<file path="src/rtl/ppmd_pkg.sv">
package ppmd_pkg;

    localparam logic [1:0] KIND_HEADER = 2'd0;
    localparam logic [1:0] KIND_PIXEL  = 2'd1;
    localparam logic [1:0] KIND_ERROR  = 2'd2;

    localparam logic [1:0] ERR_MAGIC    = 2'd0;
    localparam logic [1:0] ERR_HEADER   = 2'd1;
    localparam logic [1:0] ERR_MISMATCH = 2'd2;

    localparam logic [7:0]  CH_P     = 8'h50;
    localparam logic [7:0]  CH_SIX   = 8'h36;
    localparam logic [7:0]  CH_HASH  = 8'h23;
    localparam logic [7:0]  CH_LF    = 8'd10;
    localparam logic [7:0]  CH_SEP_LO = 8'd9;
    localparam logic [7:0]  CH_SEP_HI = 8'd13;
    localparam logic [7:0]  CH_ZERO  = 8'd48;
    localparam logic [7:0]  CH_NINE  = 8'd57;
    localparam logic [16:0] ACC_SAT  = 17'd65536;

    // Dividend is sample*255, at most 24 bits; divisor is maxval, 16 bits.
    localparam int QUOT_BITS = 8;
    localparam int DIVD_BITS = 24;

    typedef struct packed {
        logic        start;
        logic [15:0] sample;
        logic [15:0] maxval;
    } t_div_req;

    typedef struct packed {
        logic       done;
        logic [7:0] value;
    } t_div_rsp;

endpackage

</file>
<file path="src/rtl/ppmd_scale_div.sv">
// Restoring divider that produces sample*255/maxval one quotient bit per
// cycle. Any quotient above 255, or a zero maxval, saturates, detected up
// front by comparing the dividend's top part with the divisor.
module ppmd_scale_div (
    input  logic              i_clk,
    input  logic              i_rst_n,
    input  ppmd_pkg::t_div_req i_req,
    output ppmd_pkg::t_div_rsp o_rsp
);
    import ppmd_pkg::*;

    logic [23:0] r_divd;
    logic [15:0] r_rem;
    logic [15:0] r_dvs;
    logic [7:0]  r_quot;
    logic [3:0]  r_cnt;
    logic        r_busy;
    logic        r_done;

    logic [23:0] prod;
    logic [16:0] trial;
    logic [17:0] diff;

    // sample*255 = (sample<<8) - sample.
    assign prod  = {i_req.sample, 8'd0} - {8'd0, i_req.sample};
    assign trial = {r_rem, r_divd[23]};
    assign diff  = {1'b0, trial} - {2'd0, r_dvs};

    always_ff @(posedge i_clk) begin
        if (!i_rst_n) begin
            r_busy <= 1'b0;
            r_done <= 1'b0;
            r_cnt  <= 4'd0;
        end else begin
            r_done <= 1'b0;
            if (i_req.start) begin
                r_dvs  <= i_req.maxval;
                r_quot <= 8'd0;
                // If prod>>8 >= maxval, the quotient is at least 256.
                if ({1'b0, prod[23:8]} >= {1'b0, i_req.maxval} || i_req.maxval == 16'd0) begin
                    r_quot <= 8'hFF;
                    r_done <= 1'b1;
                end else begin
                    r_rem  <= prod[23:8];
                    r_divd <= {prod[7:0], 16'd0};
                    r_cnt  <= 4'd8;
                    r_busy <= 1'b1;
                end
            end else if (r_busy) begin
                r_divd <= {r_divd[22:0], 1'b0};
                // The remainder stays below the divisor, so 16 bits hold it.
                if (!diff[17]) begin
                    r_rem  <= diff[15:0];
                    r_quot <= {r_quot[6:0], 1'b1};
                end else begin
                    r_rem  <= trial[15:0];
                    r_quot <= {r_quot[6:0], 1'b0};
                end
                r_cnt <= r_cnt - 4'd1;
                if (r_cnt == 4'd1) begin
                    r_busy <= 1'b0;
                    r_done <= 1'b1;
                end
            end
        end
    end

    assign o_rsp.done  = r_done;
    assign o_rsp.value = r_quot;

endmodule

</file>
<file path="src/rtl/ppm_p6_stream_decoder_unit.sv">
// Streaming P6 image decoder. One file byte enters per input transaction
// (i_data_byte, with i_end_of_stream on the final byte). Each byte yields
// at most one result transaction: a header report, a pixel, or an error.
// A raster byte that completes a sample passes through one shared restoring
// divider, which forms sample*255/maxval one quotient bit per cycle; a
// saturating sample skips the loop. The input is not ready while a byte
// is in work. A byte accepted while a result waits in the output register
// is held until that register frees, so a stalled receiver stalls input
// after one result and one further byte. Reset, and the end of every
// stream, return the parser to waiting for the magic 'P' with all counters
// cleared. After an error further bytes are dropped without result until
// the end-of-stream byte. Image dimensions above 2^DIM_BITS-1, capped at
// 65535, are rejected as an invalid header.
module ppm_p6_stream_decoder_unit #(
    parameter int DIM_BITS = 16
) (
    input  logic       i_clk,
    input  logic       i_rst_n,
    input  logic       i_valid,
    output logic       o_ready,
    input  logic [7:0] i_data_byte,
    input  logic       i_end_of_stream,
    output logic       o_valid,
    input  logic       i_ready,
    output logic [1:0] o_kind,
    output logic [7:0] o_red_out,
    output logic [7:0] o_green_out,
    output logic [7:0] o_blue_out,
    output logic [15:0] o_image_width,
    output logic [15:0] o_image_height,
    output logic       o_wide_samples,
    output logic [1:0] o_error_code,
    output logic       o_last_pixel
);
    import ppmd_pkg::*;

    localparam logic [16:0] DIM_LIMIT = (DIM_BITS >= 16) ? 17'd65535 :
                                        17'((1 << DIM_BITS) - 1);
    // Stored dimensions never exceed 16 bits.
    localparam int DIM_W    = (DIM_BITS >= 16) ? 16 : DIM_BITS;
    localparam int PIX_BITS = 2 * DIM_W;

    typedef enum logic [3:0] {
        PH_P, PH_SIX, PH_SEP, PH_SKIP_W, PH_NUM_W, PH_SKIP_H, PH_NUM_H,
        PH_SKIP_M, PH_NUM_M, PH_RASTER, PH_DONE
    } t_phase;

    typedef enum logic [1:0] {ST_IDLE, ST_EXEC, ST_DIV, ST_OUT} t_state;

    t_state      r_state;
    t_phase      r_phase;
    logic        r_in_comment;
    logic [16:0] r_acc;
    logic [15:0] r_width;
    logic [15:0] r_height;
    logic [15:0] r_maxval;
    logic [2:0]  r_bip;
    logic [7:0]  r_hi;
    logic [7:0]  r_red;
    logic [7:0]  r_green;
    logic [PIX_BITS-1:0] r_left;
    logic        r_err;
    logic [7:0]  r_byte;
    logic        r_eos;
    t_phase      r_entry;

    logic        r_ovalid;
    logic [1:0]  r_kind;
    logic [7:0]  r_ored, r_ogreen, r_oblue;
    logic [15:0] r_ow, r_oh;
    logic        r_owide, r_olast;
    logic [1:0]  r_ocode;

    t_div_req div_req;
    t_div_rsp div_rsp;

    ppmd_scale_div u_div (
        .i_clk  (i_clk),
        .i_rst_n(i_rst_n),
        .i_req  (div_req),
        .o_rsp  (div_rsp)
    );

    logic is_dig, wide;
    logic [3:0]  dig;
    logic [20:0] acc_mul;
    logic [16:0] acc_next;
    logic [2:0]  comp;

    assign is_dig   = (r_byte >= CH_ZERO) && (r_byte <= CH_NINE);
    assign dig      = 4'(r_byte - CH_ZERO);
    assign acc_mul  = {r_acc, 3'd0} + {2'd0, r_acc, 1'd0} + {17'd0, dig};
    assign acc_next = (acc_mul > {4'd0, ACC_SAT}) ? ACC_SAT : acc_mul[16:0];
    assign wide     = r_maxval > 16'd255;
    assign comp     = wide ? {1'b0, r_bip[2:1]} : r_bip;

    // A raster byte needs the divider unless it is the high byte of a wide sample.
    logic need_div;
    assign need_div = (r_phase == PH_RASTER) && !r_err && !(wide && !r_bip[0]);

    assign div_req.start  = (r_state == ST_EXEC) && need_div;
    assign div_req.sample = wide ? {r_hi, r_byte} : {8'd0, r_byte};
    assign div_req.maxval = r_maxval;

    assign o_ready = (r_state == ST_IDLE);

    always_ff @(posedge i_clk) begin
        logic       emit;
        logic [1:0] ek;
        logic [1:0] ecode;
        logic       errnow;
        t_phase     ph;
        logic [16:0] fin;
        if (!i_rst_n) begin
            r_state      <= ST_IDLE;
            r_phase      <= PH_P;
            r_in_comment <= 1'b0;
            r_acc        <= 17'd0;
            r_width      <= 16'd0;
            r_height     <= 16'd0;
            r_maxval     <= 16'd0;
            r_bip        <= 3'd0;
            r_hi         <= 8'd0;
            r_red        <= 8'd0;
            r_green      <= 8'd0;
            r_left       <= '0;
            r_err        <= 1'b0;
            r_ovalid     <= 1'b0;
        end else begin
            if (r_ovalid && i_ready) r_ovalid <= 1'b0;
            emit   = 1'b0;
            ek     = KIND_ERROR;
            ecode  = ERR_MAGIC;
            errnow = 1'b0;
            ph     = r_phase;
            fin    = (r_acc > DIM_LIMIT) ? 17'd0 : r_acc;
            case (r_state)
                ST_IDLE: begin
                    if (i_valid) begin
                        r_byte  <= i_data_byte;
                        r_eos   <= i_end_of_stream;
                        r_entry <= r_phase;
                        r_state <= ST_EXEC;
                    end
                end
                ST_EXEC, ST_DIV, ST_OUT: begin
                    if (r_state == ST_EXEC && need_div) begin
                        r_state <= ST_DIV;
                    end else if (!r_ovalid || i_ready) begin
                        // Finish the transaction; the output register is free here.
                        if (r_state == ST_DIV && !div_rsp.done) begin
                            r_state <= ST_DIV;
                        end else if (r_err) begin
                            r_state <= ST_IDLE;
                            if (r_eos) begin
                                r_err <= 1'b0; r_phase <= PH_P; r_in_comment <= 1'b0;
                                r_acc <= 17'd0; r_width <= 16'd0; r_height <= 16'd0;
                                r_maxval <= 16'd0; r_bip <= 3'd0; r_hi <= 8'd0;
                                r_red <= 8'd0; r_green <= 8'd0; r_left <= '0;
                            end
                        end else begin
                            r_state <= ST_IDLE;
                            case (r_phase)
                                PH_P: begin
                                    if (r_byte == CH_P) ph = PH_SIX;
                                    else begin errnow = 1'b1; ecode = ERR_MAGIC; end
                                end
                                PH_SIX: begin
                                    if (r_byte == CH_SIX) ph = PH_SEP;
                                    else begin errnow = 1'b1; ecode = ERR_MAGIC; end
                                end
                                PH_SEP: begin
                                    if (r_byte >= CH_SEP_LO && r_byte <= CH_SEP_HI) begin
                                        ph = PH_SKIP_W; r_in_comment <= 1'b0;
                                    end else begin errnow = 1'b1; ecode = ERR_MAGIC; end
                                end
                                PH_SKIP_W, PH_SKIP_H, PH_SKIP_M, PH_NUM_W, PH_NUM_H: begin
                                    if ((r_phase == PH_NUM_W || r_phase == PH_NUM_H) && is_dig) begin
                                        r_acc <= acc_next;
                                    end else begin
                                        logic   cmt;
                                        t_phase np;
                                        cmt = r_in_comment;
                                        np  = t_phase'(r_phase + 4'd1);
                                        if (r_phase == PH_NUM_W || r_phase == PH_NUM_H) begin
                                            if (r_phase == PH_NUM_W) r_width <= fin[15:0];
                                            else r_height <= fin[15:0];
                                            cmt = 1'b0;
                                            ph  = r_phase;
                                            np  = t_phase'(r_phase + 4'd2);
                                        end
                                        r_in_comment <= cmt;
                                        if (cmt) begin
                                            if (r_byte == CH_LF) r_in_comment <= 1'b0;
                                        end else if (is_dig) begin
                                            r_acc <= {13'd0, dig};
                                            ph = np;
                                        end else if (r_byte == CH_HASH) begin
                                            r_in_comment <= 1'b1;
                                        end
                                        if (r_phase == PH_NUM_W || r_phase == PH_NUM_H) begin
                                            if (!(!cmt && is_dig)) ph = t_phase'(r_phase + 4'd1);
                                        end
                                    end
                                end
                                PH_NUM_M: begin
                                    if (is_dig) r_acc <= acc_next;
                                    else if (r_width != 16'd0 && r_height != 16'd0 &&
                                             r_acc != 17'd0 && r_acc < ACC_SAT) begin
                                        r_maxval <= r_acc[15:0];
                                        r_left   <= PIX_BITS'(r_width[DIM_W-1:0]) *
                                                    PIX_BITS'(r_height[DIM_W-1:0]);
                                        r_bip    <= 3'd0;
                                        ph       = PH_RASTER;
                                        emit     = 1'b1;
                                        ek       = KIND_HEADER;
                                        r_ow     <= r_width;
                                        r_oh     <= r_height;
                                        r_owide  <= r_acc > 17'd255;
                                    end else begin errnow = 1'b1; ecode = ERR_HEADER; end
                                end
                                PH_RASTER: begin
                                    if (!need_div) begin
                                        r_hi  <= r_byte;
                                        r_bip <= r_bip + 3'd1;
                                    end else if (comp == 3'd0) begin
                                        r_red <= div_rsp.value; r_bip <= r_bip + 3'd1;
                                    end else if (comp == 3'd1) begin
                                        r_green <= div_rsp.value; r_bip <= r_bip + 3'd1;
                                    end else begin
                                        emit = 1'b1; ek = KIND_PIXEL;
                                        r_ored <= r_red; r_ogreen <= r_green;
                                        r_oblue <= div_rsp.value;
                                        r_bip <= 3'd0;
                                        r_olast <= (r_left <= PIX_BITS'(1));
                                        if (r_left != '0) r_left <= r_left - PIX_BITS'(1);
                                        if (r_left <= PIX_BITS'(1)) ph = PH_DONE;
                                    end
                                end
                                default: ;
                            endcase
                            if (r_eos && !errnow) begin
                                if (r_entry == PH_DONE || ph == PH_RASTER) begin
                                    errnow = 1'b1; ecode = ERR_MISMATCH;
                                end else if (ph == PH_DONE) begin
                                end else if (ph == PH_P || ph == PH_SIX || ph == PH_SEP) begin
                                    errnow = 1'b1; ecode = ERR_MAGIC;
                                end else begin
                                    errnow = 1'b1; ecode = ERR_HEADER;
                                end
                            end
                            if (errnow) begin
                                emit = 1'b1; ek = KIND_ERROR;
                                r_ocode <= ecode;
                            end
                            if (emit) begin
                                r_ovalid <= 1'b1;
                                r_kind   <= ek;
                            end
                            r_phase <= ph;
                            r_err   <= errnow && !r_eos;
                            if (r_eos) begin
                                r_phase <= PH_P; r_in_comment <= 1'b0;
                                r_acc <= 17'd0; r_width <= 16'd0; r_height <= 16'd0;
                                r_maxval <= 16'd0; r_bip <= 3'd0; r_hi <= 8'd0;
                                r_red <= 8'd0; r_green <= 8'd0; r_left <= '0;
                            end
                        end
                    end else if (r_state == ST_DIV && div_rsp.done) begin
                        // Hold the quotient until the output register drains.
                        r_state <= ST_OUT;
                    end
                end
                default: r_state <= ST_IDLE;
            endcase
        end
    end

    assign o_valid        = r_ovalid;
    assign o_kind         = r_kind;
    assign o_red_out      = (r_kind == KIND_PIXEL) ? r_ored : 8'd0;
    assign o_green_out    = (r_kind == KIND_PIXEL) ? r_ogreen : 8'd0;
    assign o_blue_out     = (r_kind == KIND_PIXEL) ? r_oblue : 8'd0;
    assign o_last_pixel   = (r_kind == KIND_PIXEL) ? r_olast : 1'b0;
    assign o_image_width  = (r_kind == KIND_HEADER) ? r_ow : 16'd0;
    assign o_image_height = (r_kind == KIND_HEADER) ? r_oh : 16'd0;
    assign o_wide_samples = (r_kind == KIND_HEADER) ? r_owide : 1'b0;
    assign o_error_code   = (r_kind == KIND_ERROR) ? r_ocode : 2'd0;

endmodule

</file>
<file path="config.mk">
export PLATFORM = sky130hd
export DESIGN_NAME = ppm_p6_stream_decoder_unit
export DESIGN_NICKNAME = d
export VERILOG_FILES = /design/src/rtl/ppmd_pkg.sv /design/src/rtl/ppmd_scale_div.sv /design/src/rtl/ppm_p6_stream_decoder_unit.sv
export SDC_FILE = /design/constraint.sdc
export NUM_CORES = 1
export LEC_CHECK = 0
export ABC_AREA = 1
export BUFFER_PORTS_ARGS = -buffer_cell sky130_fd_sc_hd__buf_2
export CORE_MARGIN = 4
export CORE_UTILIZATION = 29
export CTS_BUF_LIST = sky130_fd_sc_hd__clkbuf_8
export DETAILED_ROUTE_END_ITERATION = 8
export GPL_TIMING_DRIVEN = 0
export HOLD_SLACK_MARGIN = 0.15
export MAX_ROUTING_LAYER = met4
export PLACE_DENSITY = 0.52
export SKIP_CTS_REPAIR_TIMING = 1
export SYNTH_ARGS = -nofsm -noshare
export SYNTH_HDL_FRONTEND = slang
export SYNTH_SLANG_ARGS = --single-unit
</file>
<file path="constraint.sdc">
create_clock -name i_clk -period 5.7 [get_ports i_clk]
set_input_delay 1.14 -clock i_clk [delete_from_list [all_inputs] [get_ports i_clk]]
set_output_delay 1.14 -clock i_clk [all_outputs]
set_load 0.01 [all_outputs]
</file>
# ---- Word level (Yosys, flattened, before mapping)
# Index checks and enable logic that the tools add are counted.
# W data, S select, Z words.
dict set report op_classes {
  add_sub_neg 10
  shifts 0
  div_mod_pow 0
  eq_ne 45
  n_mul 1
  magnitude_cmp 11
  bitwise 6
  reduce_logical 77
  n_mux 201
}
# op n
set ops {}
lappend ops {{$mux W16} 26}
lappend ops {{$mux W32} 9}
lappend ops {{$mux W8} 22}
lappend ops {{$mux W17} 8}
lappend ops {{$mux W4} 27}
lappend ops {{$mux W1} 74}
lappend ops {{$mux W24} 3}
lappend ops {{$pmux W32 S2} 1}
lappend ops {{$reduce_and A9 Y1} 5}
lappend ops {{$pmux W17 S2} 1}
lappend ops {{$le A32 B1 Y1 const B} 1}
lappend ops {{$mul A16 B16 Y32} 1}
lappend ops {{$reduce_and A8 Y1} 4}
lappend ops {{$reduce_bool A16 Y1} 2}
lappend ops {{$reduce_bool A32 Y1} 1}
lappend ops {{$sub A32 B1 Y32 const B} 1}
lappend ops {{$mux W2} 14}
lappend ops {{$mux W3} 9}
lappend ops {{$ne A3 B3 Y1 const B} 8}
lappend ops {{$pmux W4 S6} 1}
lappend ops {{$sub A24 B16 Y24} 1}
lappend ops {{$add A20 B18 Y21} 1}
lappend ops {{$add A21 B4 Y21} 1}
lappend ops {{$gt A21 B17 Y1 const B} 1}
lappend ops {{other kinds (52)} 129}
dict set report word_totals {
  latch_bits 0
  ram_bits 0
  elab_cells 384
  out_inout_bits 64
  ff_bits 278
  romBits 0
  mem_count 0
}

# ---- Longest topological paths before layout
dict set report depth {
  word_depth 46
  ltp_mapped 29
}

# ---- Hierarchy
# From an unflattened synthesis, not the netlist that was laid out.
dict set report unflattened {
  cells_unflattened 3436
  hier_area_um2 25070.3
}
# mod cells_per_inst n_inst seq_area_each_um2 area_each_um2
set by_module_without_submodules {}
lappend by_module_without_submodules {ppm_p6_stream_decoder_unit 2786 1 4914.7 20373.3}
lappend by_module_without_submodules {ppmd_scale_div 650 1 1561.5 4697.0}

# ---- Worst setup path before layout
# Ideal clock, no wire load.
dict set report synth_path {
  kind {reg-to-reg}
  startpoint {register r_width[5]}
  endpoint {register r_left[19]}
  setup_slack_ns -0.053
  t_required_ns 5.568
  path_stages_with_launch 26
  t_arrival_ns 5.621
  n_path_buf 2
  period_less_slack_ns 5.753
  cell_sequence {dfxtp_1 clkbuf_1 buf_1 nand2_1 fa_1 inv_1 fa_1 inv_1 fa_1 inv_1 fa_1 fa_1 inv_1 fa_1 inv_1 ha_1 a21o_1 a31oi_1 nand2_1 a21oi_1 inv_1 a21oi_1 xor2_1 nand2_1 nand3_1 a21oi_1}
}
dict set report synth_via {
  elab_chain_len 6
}
# item line_no
set synth_lines {}
lappend synth_lines {{start: declaration} ppm_p6_stream_decoder_unit.sv:54} ;# logic [15:0] r_width;
lappend synth_lines {{start signal: assignment} ppm_p6_stream_decoder_unit.sv:186} ;# if (r_phase == PH_NUM_W) r_width <= fin[15:0];
lappend synth_lines {{$mul A16 B16 Y32 or $reduce_bool A16 Y1 (tied branches)} {ppm_p6_stream_decoder_unit.sv:211, ppm_p6_stream_decoder_unit.sv:208}}
lappend synth_lines {{$mux W32 or $logic_and A1 B1 Y1 (tied branches)} ppm_p6_stream_decoder_unit.sv:208} ;# else if (r_width != 16'd0 && r_height != 16'd0 &&
lappend synth_lines {{$mux W32 or $logic_and A1 B1 Y1 (tied branches)} {ppm_p6_stream_decoder_unit.sv:207, ppm_p6_stream_decoder_unit.sv:208}}
lappend synth_lines {{$pmux W32 S2 or $logic_and A1 B1 Y1 (tied branches)} {ppm_p6_stream_decoder_unit.sv:163, ppm_p6_stream_decoder_unit.sv:209}}
lappend synth_lines {{$mux W32 or $ne A3 B3 Y1 (tied branches)} -}
lappend synth_lines {{$mux W32 or $reduce_and A12 Y1 (tied branches)} -}
lappend synth_lines {{end signal: assignment} ppm_p6_stream_decoder_unit.sv:211} ;# r_left <= PIX_BITS'(r_width[DIM_W-1:0]) *
lappend synth_lines {{end signal: assignment} ppm_p6_stream_decoder_unit.sv:236} ;# if (r_left != '0) r_left <= r_left - PIX_BITS'(1);
lappend synth_lines {{end: declaration} ppm_p6_stream_decoder_unit.sv:61} ;# logic [PIX_BITS-1:0] r_left;
# Several ways; a longest one is shown, not always the timed one. The select of a mux whose other input is x is not followed.
# A chain may end at the register's enable or synchronous reset.

# ---- Worst setup path after layout
dict set report layout_path {
  startpoint {register r_width[7]}
  endpoint {register r_left[19]}
}
# The elaborated chain is that of the path after synthesis.

==> impl_metrics.env <==
export IMPL_status="finished, violations left"
export IMPL_violations="negative setup slack"
export IMPL_grt_max_degree=34
export IMPL_final_cell_area_sq_um=29010
export IMPL_io_buffers=75
export IMPL_hold_slack_ns=0.4256
export IMPL_hp_class="reg2reg"
export IMPL_reg2reg_depth=25
export IMPL_leakagePower_nw=14.62
export IMPL_cpMostUsedCell="inv_2"
export IMPL_syn_area_sq_um=24080
export IMPL_p_total_mw=5.293
export IMPL_final_cell_mix="nand2_1 (665), inv_1 (616), nor2_1 (324), a21oi_1 (190), fa_1 (182)"
export IMPL_wl_um=77230
export IMPL_synth_flop_cell="dfxtp_1"
export IMPL_syn_inst=3226
export IMPL_crit_type="reg2reg"
export IMPL_clock_skew_ns=0.05227
export IMPL_synth_edf_count=123
export IMPL_r2r_start="r_width[7]"
export IMPL_timing_rr_end="r_left[19]"
export IMPL_io_pins=77
export IMPL_initial_core_util_pct=29.28
export IMPL_setup_tns_final_ns=-0.3078
export IMPL_crit_required_ns=6.20
export IMPL_min_period_ns=5.815
export IMPL_slew_headroom_pct=31.85
export IMPL_critPathLaunchType="flip-flop"
export IMPL_worstSetupEndpointType="flip-flop"
export IMPL_max_stage_delay_ns=0.59
export IMPL_cts_root_buf="clkbuf_8"
export IMPL_worst_pin_slew_ns=1.022
export IMPL_antenna_found_initial=0
export IMPL_worst_slack_ns=-0.1154
export IMPL_whs_endpoint="r_ogreen[7]"
export IMPL_achievable_frequency_mhz=172.0
export IMPL_clock_insertion_delay_worst_skew_ns=0.65
export IMPL_synth_area_per_cell_sq_um=7.465
export IMPL_clk_pin_slew_ns=0.07
export IMPL_finalSetupViolCount=5
export IMPL_fillers=8738
export IMPL_arrival_ns=6.32
export IMPL_dpl_cell_area_sq_um=25900
export IMPL_drc=0
export IMPL_vias=21370
export IMPL_post_place_ws_ns=-1.457
export IMPL_nets=3838
export IMPL_rsz0062_at_grt="true"
export IMPL_dr_pass1_iters=6
export IMPL_r2r_slack_ns=-0.12
export IMPL_area_growth_pct=20.47
export IMPL_async_flop_share_pct=0
export IMPL_antenna_diode_count=0
export IMPL_worstPathMaxFanout=6
export IMPL_cts_buffers=47
export IMPL_ctsLongestPathBuffers=3
export IMPL_synth_seq_cells=262
export IMPL_ys_warn_count=0
export IMPL_drive_gt1_share_pct=15.28
export IMPL_period_share_pct=102.0
export IMPL_postRouteAntennaNets=0
export IMPL_die_area_sq_um=87710
export IMPL_track_usage_pct=17.73
export IMPL_max_cap_violations=0
export IMPL_grt_pass1_vias=20690
export IMPL_ys_seq_area_share_pct=26.89
export IMPL_yosys_cell_types_count=46
export IMPL_drt_iter0_drc=1640
export IMPL_row_count=105
export IMPL_final_max_slew_violation_count=0
export IMPL_fp_dieH_um=296.2
export IMPL_dp_hpwl_um=60100
export IMPL_ir_drop_mv=0.1596
export IMPL_whs_path_depth=0
export IMPL_final_common_cell="nand2_1"
export IMPL_post_drt_wl_per_cell_um=17.00
export IMPL_core_sq_um=82240
export IMPL_overflow=0
export IMPL_powerDensity_nw_per_um2=182.5
export IMPL_min_from="r_green[7]"
export IMPL_synth_nets=3629
export IMPL_grt_pass1_wl_um=118100
export IMPL_hold_viol=0
export IMPL_die_w_um=296.2
export IMPL_critPathSlowestCell="fa_2"
export IMPL_cts_max_level=2
export IMPL_gp_congestion=0.9058
export IMPL_cp_top_family="adder cells"
export IMPL_timing_critical_path_buf_inv=7
export IMPL_cts_tree="yes"
export IMPL_clock_sinks=262
export IMPL_post_drt_via_cell_ratio=4.702
==> sequential cells by signal (all words and copies together) (netlist names), 16 cells and up <==
name,count
r_height,16
r_ow,16
r_acc,17
r_oh,16
r_width,16
r_maxval,16
u_div.r_dvs,16
u_div.r_rem,16
r_left,32
==> Yosys cell counts (all sizes together) (34+ instances only) <==
cell / instances / share of area, %
o21ai: 185 / 3.9
nand3: 128 / 2.7
dfxtp: 139 / 12
nand2: 692 / 11
nor2: 339 / 5.3
edfxtp: 123 / 15
inv: 653 / 10
ha: 193 / 10
clkbuf: 90 / 1.4
fa: 197 / 16
xor2: 40 / 1.5
buf: 34 / 0.67
a21oi: 218 / 4.5
==> logic make-up (layout without fill, tap and decap cells) <==
logic type / Yosys count / after routing / share of synthesized area [%]
simple gates: 1256 / 1256 / 21.46
buf+inv: 779 / 1027 / 12.28
compound gates: 478 / 478 / 10.75
fa+ha+maj: 390 / 390 / 26.41
flops: 262 / 262 / 26.89
xor+xnor: 61 / 61 / 2.219
==> worst register-to-register path, stage by stage, from the launching register on <==
cell	delay, ns
dfxtp_4	0.39
buf_6	0.14
nand2_2	0.05
inv_2	0.04
fa_1	0.54
inv_2	0.04
fa_1	0.48
fa_2	0.59
inv_2	0.04
fa_2	0.48
fa_1	0.56
inv_2	0.04
fa_2	0.58
inv_2	0.06
ha_4	0.24
nand2_4	0.11
nor2_1	0.06
o21ai_1	0.11
nand2_1	0.11
a21oi_2	0.15
inv_1	0.09
a21oi_2	0.21
xor2_2	0.24
nand2_1	0.14
nand3_1	0.12
a21oi_1	0.06
==> power breakdown <==
group	switching (mW)	leakage, nW	internal (mW)
combinational	0.789	11.8	0.470
sequential	0.101	2.28	2.04
clock	0.866	0.552	1.03
==> how the worst max path moves through the flow <==
stage	start	end	slack, ns	cells after the start
after detailed placement	r_height[11]	r_left[31]	-1.46	23
after global routing	r_width[7]	r_left[31]	-0.28	27
after floorplan	r_width[6]	r_left[19]	-0.01	25
after global placement	r_width[6]	r_left[31]	-1.44	25
final	r_width[7]	r_left[19]	-0.12	25
after CTS	r_height[11]	r_left[31]	-1.49	23
==> per-layer routing <==
metal	vias up	GRT usage [%]	share of wire (%)
met5	-	-	0
met4	0	5.199	2.8
met3	115	2.539	5.6
met2	566	26.75	44
met1	10120	24.78	48
li1	10560	-	-
==> stage by stage <==
step,util (%),cells
CTS,32.73,4463
detailed placement,31.50,4375
global route,35.27,4544
floorplan,-,3226
global placement,31.37,4371
finish,35.27,4544
==> cell type report <==
| cell class | count | area (sq um) | area share, % |
|---|---|---|---|
| multi-input combinational | 2185 | 15410 | 53.12 |
| sequential | 262 | 6571 | 22.65 |
| inverter | 655 | 2459 | 8.475 |
| timing repair buffer | 183 | 1375 | 4.740 |
| tap | 1070 | 1339 | 4.615 |
| buffer | 101 | 844.6 | 2.911 |
| clock buffer | 51 | 701.9 | 2.420 |
| clock inverter | 37 | 310.3 | 1.070 |
Note: power is estimated with default switching activity, not from simulation.
